File: src/hdl/fixed_block_free_list_allocator_defines.svh
// Assertion macros for the fixed block free list allocator.
`ifndef FIXED_BLOCK_FREE_LIST_ALLOCATOR_DEFINES_SVH
`define FIXED_BLOCK_FREE_LIST_ALLOCATOR_DEFINES_SVH
`ifndef SYNTHESIS
`define FBFL_ASSERT_IMP(label, clk, rst, ante, cons, msg) \
  label: assert property (@(posedge clk) disable iff (rst) (ante) |-> (cons)) \
    else $error(msg);
`define FBFL_ASSERT_NXT(label, clk, rst, ante, cons, msg) \
  label: assert property (@(posedge clk) disable iff (rst) (ante) |=> (cons)) \
    else $error(msg);
`else
`define FBFL_ASSERT_IMP(label, clk, rst, ante, cons, msg)
`define FBFL_ASSERT_NXT(label, clk, rst, ante, cons, msg)
`endif
`endif

File: src/hdl/fbfl_pkg.sv
// Shared widths, operation codes and status codes of the free list allocator.
package fbfl_pkg;

  localparam int FUNC_W = 2;
  localparam int IDX_W  = 8;
  localparam int STAT_W = 2;
  localparam int CNT_W  = 9;

  typedef logic [FUNC_W-1:0] func_t;
  typedef logic [STAT_W-1:0] status_t;

  localparam func_t FUNC_ALLOC = 2'd0;
  localparam func_t FUNC_FREE  = 2'd1;
  localparam func_t FUNC_CLEAR = 2'd2;

  localparam status_t ST_OK      = 2'd0;
  localparam status_t ST_EMPTY   = 2'd1;
  localparam status_t ST_RANGE   = 2'd2;
  localparam status_t ST_CLEARED = 2'd3;

  localparam int RESET_COUNT = 256;

endpackage

File: src/hdl/fixed_block_free_list_allocator.sv
// Fixed-size block pool allocator: free list kept in a link memory with a head register.
//
// Each accepted request gives exactly one result. An alloc with a block available first reads
// the head entry of the link memory, then in the S_ALLOC state writes the allocated mark back
// and loads the new head; an alloc on an empty pool, a free and the unused code skip that
// second step, since a free writes the link memory without reading it. A clear rewrites every
// one of the MAX_BLOCKS link entries, one per cycle through the single write port, and then
// delivers its result. After reset the same relink pass runs with in_ready low; configuration
// writes are taken throughout. Results are held in an output register, and the next request
// is taken once that register is empty or is being emptied in the same cycle.
module fixed_block_free_list_allocator #(
  parameter int MAX_BLOCKS = 256
) (
  input  logic                      clk,
  input  logic                      rst,
  input  logic                      cfg_valid,
  output logic                      cfg_ready,
  input  logic [fbfl_pkg::CNT_W-1:0] cfg_data,
  input  logic                      in_valid,
  output logic                      in_ready,
  input  fbfl_pkg::func_t           func,
  input  logic [fbfl_pkg::IDX_W-1:0] block_index,
  output logic                      out_valid,
  input  logic                      out_ready,
  output fbfl_pkg::status_t         status,
  output logic [fbfl_pkg::IDX_W-1:0] granted_index
);

  import fbfl_pkg::*;

  `include "fixed_block_free_list_allocator_defines.svh"

  localparam int IW = $clog2(MAX_BLOCKS);
  localparam int LW = $clog2(MAX_BLOCKS + 2);
  localparam int WW = (LW > CNT_W) ? LW : CNT_W;
  localparam int RC = (RESET_COUNT > MAX_BLOCKS) ? MAX_BLOCKS : RESET_COUNT;

  localparam logic [WW-1:0] MAX_W      = WW'(MAX_BLOCKS);
  localparam logic [LW-1:0] END_MARK   = LW'(MAX_BLOCKS);
  localparam logic [LW-1:0] ALLOC_MARK = LW'(MAX_BLOCKS + 1);
  localparam logic [IW-1:0] LAST_IDX   = IW'(MAX_BLOCKS - 1);

  localparam logic [1:0] S_SWEEP = 2'd0;
  localparam logic [1:0] S_IDLE  = 2'd1;
  localparam logic [1:0] S_ALLOC = 2'd2;

  logic [1:0]         state;
  logic [CNT_W-1:0]   block_count;
  logic [LW-1:0]      head;
  logic [IW-1:0]      sweep_idx;
  logic [WW-1:0]      sweep_cnt;
  logic               sweep_reply;

  logic [WW-1:0]      bc_ext;
  logic [WW-1:0]      eff_count;
  logic [WW-1:0]      idx_ext;
  logic [WW-1:0]      sweep_succ;
  logic               in_acc;
  logic               out_free;
  logic               head_ok;
  logic               in_range;
  logic               sweep_last;

  logic               res_load;
  status_t            res_status;
  logic [IDX_W-1:0]   res_granted;

  logic               mem_we;
  logic [IW-1:0]      mem_waddr;
  logic [LW-1:0]      mem_wdata;
  logic               mem_re;
  logic [LW-1:0]      mem_rdata;

  fbfl_link_ram #(
    .DEPTH(MAX_BLOCKS),
    .WIDTH(LW)
  ) u_link_ram (
    .clk  (clk),
    .we   (mem_we),
    .waddr(mem_waddr),
    .wdata(mem_wdata),
    .re   (mem_re),
    .raddr(head[IW-1:0]),
    .rdata(mem_rdata)
  );

  assign cfg_ready  = 1'b1;
  assign out_free   = !out_valid || out_ready;
  assign in_ready   = (state == S_IDLE) && out_free;
  assign in_acc     = in_valid && in_ready;
  assign bc_ext     = WW'(block_count);
  assign eff_count  = (bc_ext == '0) ? WW'(1) : ((bc_ext > MAX_W) ? MAX_W : bc_ext);
  assign idx_ext    = WW'(block_index);
  assign head_ok    = WW'(head) < MAX_W;
  assign in_range   = idx_ext < eff_count;
  assign sweep_succ = WW'(sweep_idx) + WW'(1);
  assign sweep_last = sweep_idx == LAST_IDX;
  assign mem_re     = in_acc && (func == FUNC_ALLOC) && head_ok;

  always_comb begin
    mem_we    = 1'b0;
    mem_waddr = head[IW-1:0];
    mem_wdata = ALLOC_MARK;
    case (state)
      S_SWEEP: begin
        mem_we    = 1'b1;
        mem_waddr = sweep_idx;
        mem_wdata = (sweep_succ < sweep_cnt) ? sweep_succ[LW-1:0] : END_MARK;
      end
      S_ALLOC: begin
        mem_we = 1'b1;
      end
      S_IDLE: begin
        if (in_acc && (func == FUNC_FREE) && in_range) begin
          mem_we    = 1'b1;
          mem_waddr = idx_ext[IW-1:0];
          mem_wdata = head;
        end
      end
      default: begin
        mem_we = 1'b0;
      end
    endcase
  end

  always_comb begin
    res_load    = 1'b0;
    res_status  = ST_OK;
    res_granted = '0;
    case (state)
      S_SWEEP: begin
        res_load   = sweep_last && sweep_reply;
        res_status = ST_CLEARED;
      end
      S_ALLOC: begin
        res_load    = 1'b1;
        res_granted = IDX_W'(head);
      end
      S_IDLE: begin
        if (in_acc) begin
          case (func)
            FUNC_ALLOC: begin
              res_load   = !head_ok;
              res_status = ST_EMPTY;
            end
            FUNC_FREE: begin
              res_load   = 1'b1;
              res_status = in_range ? ST_OK : ST_RANGE;
            end
            FUNC_CLEAR: begin
              res_load = 1'b0;
            end
            default: begin
              res_load = 1'b1;
            end
          endcase
        end
      end
      default: begin
        res_load = 1'b0;
      end
    endcase
  end

  always_ff @(posedge clk) begin
    if (rst) begin
      state       <= S_SWEEP;
      block_count <= CNT_W'(RESET_COUNT);
      head        <= '0;
      sweep_idx   <= '0;
      sweep_cnt   <= WW'(RC);
      sweep_reply <= 1'b0;
      out_valid   <= 1'b0;
    end else begin
      if (cfg_valid) begin
        block_count <= cfg_data;
      end
      if (res_load) begin
        out_valid <= 1'b1;
      end else if (out_ready) begin
        out_valid <= 1'b0;
      end
      case (state)
        S_SWEEP: begin
          sweep_idx <= sweep_idx + IW'(1);
          if (sweep_last) begin
            state <= S_IDLE;
          end
        end
        S_ALLOC: begin
          head  <= mem_rdata;
          state <= S_IDLE;
        end
        S_IDLE: begin
          if (in_acc) begin
            case (func)
              FUNC_ALLOC: begin
                if (head_ok) begin
                  state <= S_ALLOC;
                end
              end
              FUNC_FREE: begin
                if (in_range) begin
                  head <= idx_ext[LW-1:0];
                end
              end
              FUNC_CLEAR: begin
                state       <= S_SWEEP;
                sweep_idx   <= '0;
                sweep_cnt   <= eff_count;
                sweep_reply <= 1'b1;
                head        <= '0;
              end
              default: begin
                state <= S_IDLE;
              end
            endcase
          end
        end
        default: begin
          state <= S_IDLE;
        end
      endcase
    end
  end

  always_ff @(posedge clk) begin
    if (res_load) begin
      status        <= res_status;
      granted_index <= res_granted;
    end
  end

  `FBFL_ASSERT_NXT(a_alloc_reads, clk, rst, mem_re, (state == S_ALLOC) && !out_valid, "alloc did not enter its write-back cycle with the output free")
  `FBFL_ASSERT_NXT(a_alloc_result, clk, rst, state == S_ALLOC, out_valid && (state == S_IDLE), "alloc write-back did not deliver a result")
  `FBFL_ASSERT_IMP(a_sweep_quiet, clk, rst, (state == S_SWEEP) && sweep_reply, !out_valid && !in_ready, "result pending or request taken during a relink pass")

endmodule

File: src/hdl/fbfl_link_ram.sv
// Simple dual-port link memory with one write port and one registered read port.
module fbfl_link_ram #(
  parameter int DEPTH = 256,
  parameter int WIDTH = 9
) (
  input  logic                     clk,
  input  logic                     we,
  input  logic [$clog2(DEPTH)-1:0] waddr,
  input  logic [WIDTH-1:0]         wdata,
  input  logic                     re,
  input  logic [$clog2(DEPTH)-1:0] raddr,
  output logic [WIDTH-1:0]         rdata
);

  logic [WIDTH-1:0] mem [DEPTH];

  always_ff @(posedge clk) begin
    if (we) begin
      mem[waddr] <= wdata;
    end
  end

  always_ff @(posedge clk) begin
    if (re) begin
      rdata <= mem[raddr];
    end
  end

endmodule

File: config.mk
export PLATFORM = sky130hd
export DESIGN_NAME = fixed_block_free_list_allocator
export DESIGN_NICKNAME = d
export VERILOG_FILES = /design/src/hdl/fbfl_pkg.sv /design/src/hdl/fixed_block_free_list_allocator.sv /design/src/hdl/fbfl_link_ram.sv
export VERILOG_INCLUDE_DIRS = /design/src /design/src/hdl
export SDC_FILE = /design/constraint.sdc
export NUM_CORES = 2
export LEC_CHECK = 0
export ABC_AREA = 1
export BUFFER_PORTS_ARGS = -buffer_cell sky130_fd_sc_hd__buf_4
export CAP_MARGIN = 20
export CORE_UTILIZATION = 35
export DETAILED_ROUTE_END_ITERATION = 16
export HOLD_SLACK_MARGIN = 0.12
export PLACE_DENSITY = 0.49
export SLEW_MARGIN = 10
export SYNTH_ARGS = -nofsm -noshare
export SYNTH_HDL_FRONTEND = slang
export SYNTH_SLANG_ARGS = --single-unit
File: constraint.sdc
create_clock -name clk -period 16 [get_ports clk]
set_input_delay 2.4 -clock clk [delete_from_list [all_inputs] [get_ports clk]]
set_output_delay 2.4 -clock clk [all_outputs]
set_load 0.1 [all_outputs]
# After elaboration in Yosys (flattened, before gate mapping)
# Memories as Yosys holds them, arrays and structs flattened. A register that Yosys moved wholly into a read port is not among the register bits.
# Cells that the tools add are included.
# W data, S select, Z words.
[totals]
regBits = 49
ram_bits = 2304
elab_cells = 81
n_memories = 1
[memory_table]
columns = ["memory", "depth", "word_bits", "rd", "rd_clocked_by_memory_dff", "wr", "line", "source"]
rows = [
  ["u_link_ram.mem", 256, 9, 1, 1, 1, "fbfl_link_ram.sv:15", "logic [WIDTH-1:0] mem [DEPTH];"],
]
[op_classes]
n_addsub = 2
magnitude_cmp = 4
n_eq_ne = 12
mux = 32
n_reduce_logical = 21
[op_table]
columns = ["operator", "n"]
rows = [
  ["$mux W9", 6],
  ["$pmux W9 S2", 3],
  ["$pmux W8 S2", 2],
  ["$mux W8", 3],
  ["$pmux W2 S2", 3],
  ["$mux W2", 5],
  ["$add A8 B1 Y9 const B", 1],
  ["$gt A9 B9 Y1 const B", 1],
  ["$logic_not A9 Y1", 1],
  ["$lt A8 B9 Y1", 1],
  ["$lt A9 B9 Y1", 1],
  ["$lt A9 B9 Y1 const B", 1],
  ["$add A8 B1 Y8 const B", 1],
  ["$eq A8 B8 Y1 const B", 1],
  ["$reduce_and A4 Y1", 2],
  ["$logic_and A1 B1 Y1", 7],
  ["$mux W1", 6],
  ["$ne A2 B2 Y1 const B", 3],
  ["$ne A3 B3 Y1 const B", 2],
  ["$pmux W2 S3", 1],
  ["$reduce_and A3 Y1", 2],
  ["$reduce_bool A2 Y1", 3],
  ["$eq A2 B1 Y1 const B", 2],
  ["$eq A2 B2 Y1 const B", 2],
  ["8 further kinds", 11],
]

# Longest topological paths before layout
[depth]
ltp_word = 10
depth_mapped = 20
mapped_depth_nobuf = 19

# By module
# A second synthesis with hierarchy kept.
[hier_totals]
hier_cells = 8288
hier_area_um2 = 96767.8
[modules_own_cells]
columns = ["mod", "instances", "cells_each", "area_each_um2", "seq_area_each_um2"]
rows = [
  ["fbfl_link_ram", 1, 7826, 93609.8, 69456.6],
  ["fixed_block_free_list_allocator", 1, 462, 3158.0, 1081.0],
]

# Worst setup path before layout
# No wires, ideal clock.
[synth_timing]
kind = "input -> register"
startpoint = "in out_ready"
endpoint = "mem u_link_ram.mem[0][1] (data pin)"
setup_ns = 2.187
arrival_time_ns = 14.244
path_slack_ns = -0.431
path_stages = 9
n_path_buf = 1
path_cell_list = "inv_1 -> nand2_1 -> inv_1 -> nor2_2 -> nand2_1 -> nor2_4 -> nand3_2 -> buf_2 -> o21ai_0"
[synth_between]
elab_chain_cells = 7
[synth_lines]
columns = ["item", "line", "source"]
rows = [
  ["start: declaration", "fixed_block_free_list_allocator.sv:24", "input logic out_ready,"],
  ["$logic_or A1 B1 Y1", "fixed_block_free_list_allocator.sv:88", "assign out_free = !out_valid || out_ready;"],
  ["$logic_and A1 B1 Y1", "fixed_block_free_list_allocator.sv:89", "assign in_ready = (state == S_IDLE) && out_free;"],
  ["named net in_ready", "fixed_block_free_list_allocator.sv:20", "output logic in_ready,"],
  ["$logic_and A1 B1 Y1", "fixed_block_free_list_allocator.sv:90", "assign in_acc = in_valid && in_ready;"],
  ["$logic_and A1 B1 Y1 (2 in a row)", "fixed_block_free_list_allocator.sv:114", "if (in_acc && (func == FUNC_FREE) && in_range) begin"],
  ["$mux W9", "fixed_block_free_list_allocator.sv:114", ""],
  ["$pmux W9 S2", "fixed_block_free_list_allocator.sv:104", "case (state)"],
  ["named net mem_wdata[1]", "fixed_block_free_list_allocator.sv:70", "logic [LW-1:0] mem_wdata;"],
  ["end: declaration", "fbfl_link_ram.sv:15", ""],
]
# The timed path passes the listed nets, and every way through them passes these cells.

# Worst setup path in the final report
[layout_timing]
startpoint = "in block_index[4] in the netlist's numbering"
endpoint = "mem u_link_ram.mem[30][6] (enable)"
[layout_between]
elab_chain_cells = 6
word_cells_on_any_way = 8
[layout_lines]
columns = ["item", "line", "source"]
rows = [
  ["start: declaration", "fixed_block_free_list_allocator.sv:22", "input logic [fbfl_pkg::IDX_W-1:0] block_index,"],
  ["$lt A8 B9 Y1", "fixed_block_free_list_allocator.sv:95", "assign in_range = idx_ext < eff_count;"],
  ["$logic_and A1 B1 Y1", "fixed_block_free_list_allocator.sv:114", ""],
  ["$mux W1", "fixed_block_free_list_allocator.sv:114", ""],
  ["$pmux W1 S2", "fixed_block_free_list_allocator.sv:104", ""],
  ["$mux W1", "fbfl_link_ram.sv:18", "if (we) begin"],
  ["$mux W1 (not written as such)", "fbfl_link_ram.sv:19", "mem[waddr] <= wdata;"],
]
# Several ways; a longest one is shown, not always the timed one.

==> run_results.csv <==
group,metric,value,unit
timing,fin_tns_setup,0,ns
route,viasPerCell,5.54,
clock_tree,cts.sinks,2362,
critical_path,crit_chain,"buf_4 > ha_1 > a21oi_1 > nand2_1 > a21oi_2 > nand3_2 > nand2_1 > nand3_1 > a21oi_1 > nand2_1 > nor2_1",
synthesis,ys_ff_latch,2362,
layout,nets,7513,
layout,area_growth,12.2,%
placed_design,io_buffers,35,
placed_design,routabilityCongestion,0.870,
run,drv_cap,0,
timing,tightestPinTransition,1.25,ns
clock_tree,clk_pin_slew_worst_paths,0.06,ns
synthesis,yosys_warnings,0,
critical_path,critPathArrivalTime,7.19,ns
layout,fill_cells,25200,
route,drtPass1Iterations,6,
floorplanning,ios,37,
timing,skew,0.0383,ns
global_routing,antenna_found_initial,12,
power,p_seq_frac,0.397,
clock_tree,numCtsBuffers,238,
clock_tree,cts-root-buf,"clkbuf_16",
timing,rsz0062_at_grt,"no",
power,swShare,0.376,
synthesis,syn_area_per_cell,12.4,um^2
clock_tree,htreeDepth,4,
floorplanning,die_area,0.272,mm^2
status,status,"completed",
min_path,holdCritPathClass,"flip-flop to flip-flop",
synthesis,ys_seq_area_frac,0.746,
route,drc,0,
timing,period_needed,6.69,ns
route,first_iter_violations,7547,
critical_path,crit_type,"primary input to flip-flop",
power,p_sw,7.16,mW
critical_path,worst_setup_path_start_kind,"primary input",
timing,relSlewSlack,0.169,
global_routing,grt_pass1_vias,60800,
critical_path,critPathSlowestCell,"nor2_1",
critical_path,slowest_delay,0.89,ns
power,power_leakage,33.6,nW
route,via_count,62200,
layout,final_cells,11200,
critical_path,crit_path_frequent_cell,"nand2_1",
clock_tree,hold_buffers,0,
layout,drive_gt1_frac,0.0710,
synthesis,synth_cell_types,34,
global_routing,grt_max_degree,196,
clock_tree,clock_latency,0.91,ns
power,internal_power,11.9,mW
critical_path,required,16.51,ns
clock_tree,clock_path_buffers,3,
clock_tree,post_cts_resized,0,
placed_design,post-dp-hpwl,170,mm
power,ir_worst_vdd,0.200,mV
route,wl_per_cell,26.3,um
clock_tree,postCtsSetupBuffers,0,
floorplanning,die_w,522,um
floorplanning,die_h,522,um
power,power.density,180,mW/mm^2
timing,slew_viol_final,0,
synthesis,netlist_instances,7645,
global_routing,grt_usage,0.213,
clock_tree,cts_tree,"built",
power,clkPwrFrac,0.295,
synthesis,syn_area,0.0946,mm^2
floorplanning,start_util,0.352,
global_routing,overflow,0,
timing,finalHoldViolCount,0,
route,ant_nets,0,
synthesis,syn_nets,7689,
critical_path,crit_fanout,18,
floorplanning,core_area,0.268,mm^2
power,power_frac_comb,0.308,
route,totalWireLength,295,mm
floorplanning,num_rows,190,
timing,max_freq,0.150,GHz
global_routing,grt_pass1_wl,425,mm
placed_design,place_inst,10800,
critical_path,endpoint_kind,"flip-flop",
timing,finalSetupViolations,0,
timing,fin_crit_sh,0.418,
-- routing by layer --
layer | global-route usage | wire length, um
met1 | 0.297 | 128000
met2 | 0.336 | 135000
met3 | 0.0395 | 22800
met4 | 0.0687 | 8410
met5 | 0 | 13
-- state kept, by name, indices dropped and copies added (netlist names), 2 cells and up --
| signal | cells |
|---|---|
| status | 2 |
| bc_ext | 9 |
| state | 2 |
| granted_index | 8 |
| u_link_ram.mem | 2304 |
| head | 9 |
| sweep_idx | 8 |
| u_link_ram.rdata | 9 |
| sweep_cnt | 9 |
-- final cells by class --
class,count,area (um^2),share of cell area
diodes,7,17.5,0.000165
clock buffers,278,6190,0.0583
clock inverters,168,1660,0.0156
inverters,79,325,0.00306
multi-input cells,4648,21800,0.205
flip-flops and latches,2362,70600,0.665
well taps,3552,4440,0.0419
repair buffers,140,1200,0.0113
-- cell usage in the layout (no fill, tap or decap), types with 56 or more instances in the layout --
master,count
inv_1,70
clkinv_2,56
clkbuf_16,242
edfxtp_1,2323
o22ai_1,576
buf_4,129
nand3_1,587
nand2_1,705
nor2_1,1458
o21ai_0,1190
-- per-stage QoR --
stage | total power [mW] | util | hold WS (ns) | setup slack [ns] | cell area, um^2
2_1_floorplan | 11.3 | - | 0.441 | -0.431 | 94600
3_3_place_gp | 13.5 | 0.366 | 0.465 | 8.45 | 98200
3_5_place_dp | 13.5 | 0.366 | 0.472 | 8.49 | 98200
4_1_cts | 19.1 | 0.395 | 0.488 | 9.41 | 106000
5_1_grt | 19.8 | 0.395 | 0.514 | 9.25 | 106000
6_report | 19.1 | 0.395 | 0.490 | 9.31 | 106000
-- worst max-delay path: cells and delay by family --
family | cells | cell delay [ns]
and+or+nand+nor | 6 | 2.84
adders and majority gates | 1 | 0.30
AOI/OAI and AO/OA | 3 | 1.49
buffers and inverters | 1 | 0.12
-- power by group through the flow --
stage               clock network, mW  logic, mW  registers [mW]
finish                           5.63       5.87            7.56
global route                     5.93       6.29            7.57
CTS                              5.71       5.83            7.56
detailed placement                  0       5.82            7.69
global placement                    0       5.84            7.69
floorplan                           0       3.25            8.00
-- cells in the mapped netlist --
| master | count | area share |
|---|---|---|
| edfxtp_1 | 2323 | 0.74 |
| nor2_1 | 1458 | 0.058 |
| o21ai_0 | 1193 | 0.063 |
| nand2_1 | 708 | 0.028 |
| nand3_1 | 592 | 0.031 |
| o22ai_1 | 581 | 0.038 |
| clkbuf_1 | 455 | 0.018 |
| inv_1 | 75 | 0.0030 |
| buf_1 | 59 | 0.0023 |
| buf_2 | 40 | 0.0021 |
| dfxtp_1 | 39 | 0.0083 |
| a21oi_1 | 29 | 0.0015 |
| ha_1 | 20 | 0.0026 |
| nand4_1 | 12 | 0.00079 |
| a31oi_1 | 9 | 0.00060 |
| and2_1 | 9 | 0.00060 |
| nand3_2 | 8 | 0.00085 |
| a22oi_1 | 4 | 0.00032 |
| nor3_1 | 4 | 0.00021 |
| a211oi_1 | 3 | 0.00024 |
| inv_2 | 3 | 0.00012 |
| nor2_2 | 3 | 0.00020 |
| nor2_4 | 3 | 0.00036 |
| a21oi_2 | 2 | 0.00019 |
| nand2_2 | 2 | 0.00013 |
| o211ai_1 | 2 | 0.00016 |
| xor2_1 | 2 | 0.00019 |
| a21oi_4 | 1 | 0.00017 |
| buf_4 | 1 | 0.000079 |
| buf_6 | 1 | 0.00012 |
| clkinv_1 | 1 | 0.000040 |
| conb_1 | 1 | 0.000040 |
| o21a_1 | 1 | 0.000079 |
| o21ai_1 | 1 | 0.000053 |
-- worst paths after layout --
path	startpoint	endpoint	slack, ns	cells past startpoint
max reg2reg	bc_ext[3]$_SDFFE_PP0P_	u_link_ram.mem[30][6]$_DFFE_PP_	9.78	16
min reg2reg	sweep_idx[7]$_SDFFE_PP0P_	sweep_idx[7]$_SDFFE_PP0P_	0.49	2
min	sweep_idx[7]$_SDFFE_PP0P_	sweep_idx[7]$_SDFFE_PP0P_	0.49	2
max	block_index[4]	u_link_ram.mem[30][6]$_DFFE_PP_	9.31	11
-- cells by family (layout without fill, tap and decap cells) --
family	Yosys count	after routing	synth area share
compound gates	1826	1826	0.105
simple gates	2799	2799	0.120
buf+inv	635	665	0.0259
fa+ha+maj	20	20	0.00265
other cells	1	8	0.0000397
flops	2362	2362	0.746
xor+xnor	2	2	0.000185
No activity file was read; power rests on OpenSTA's default activity.
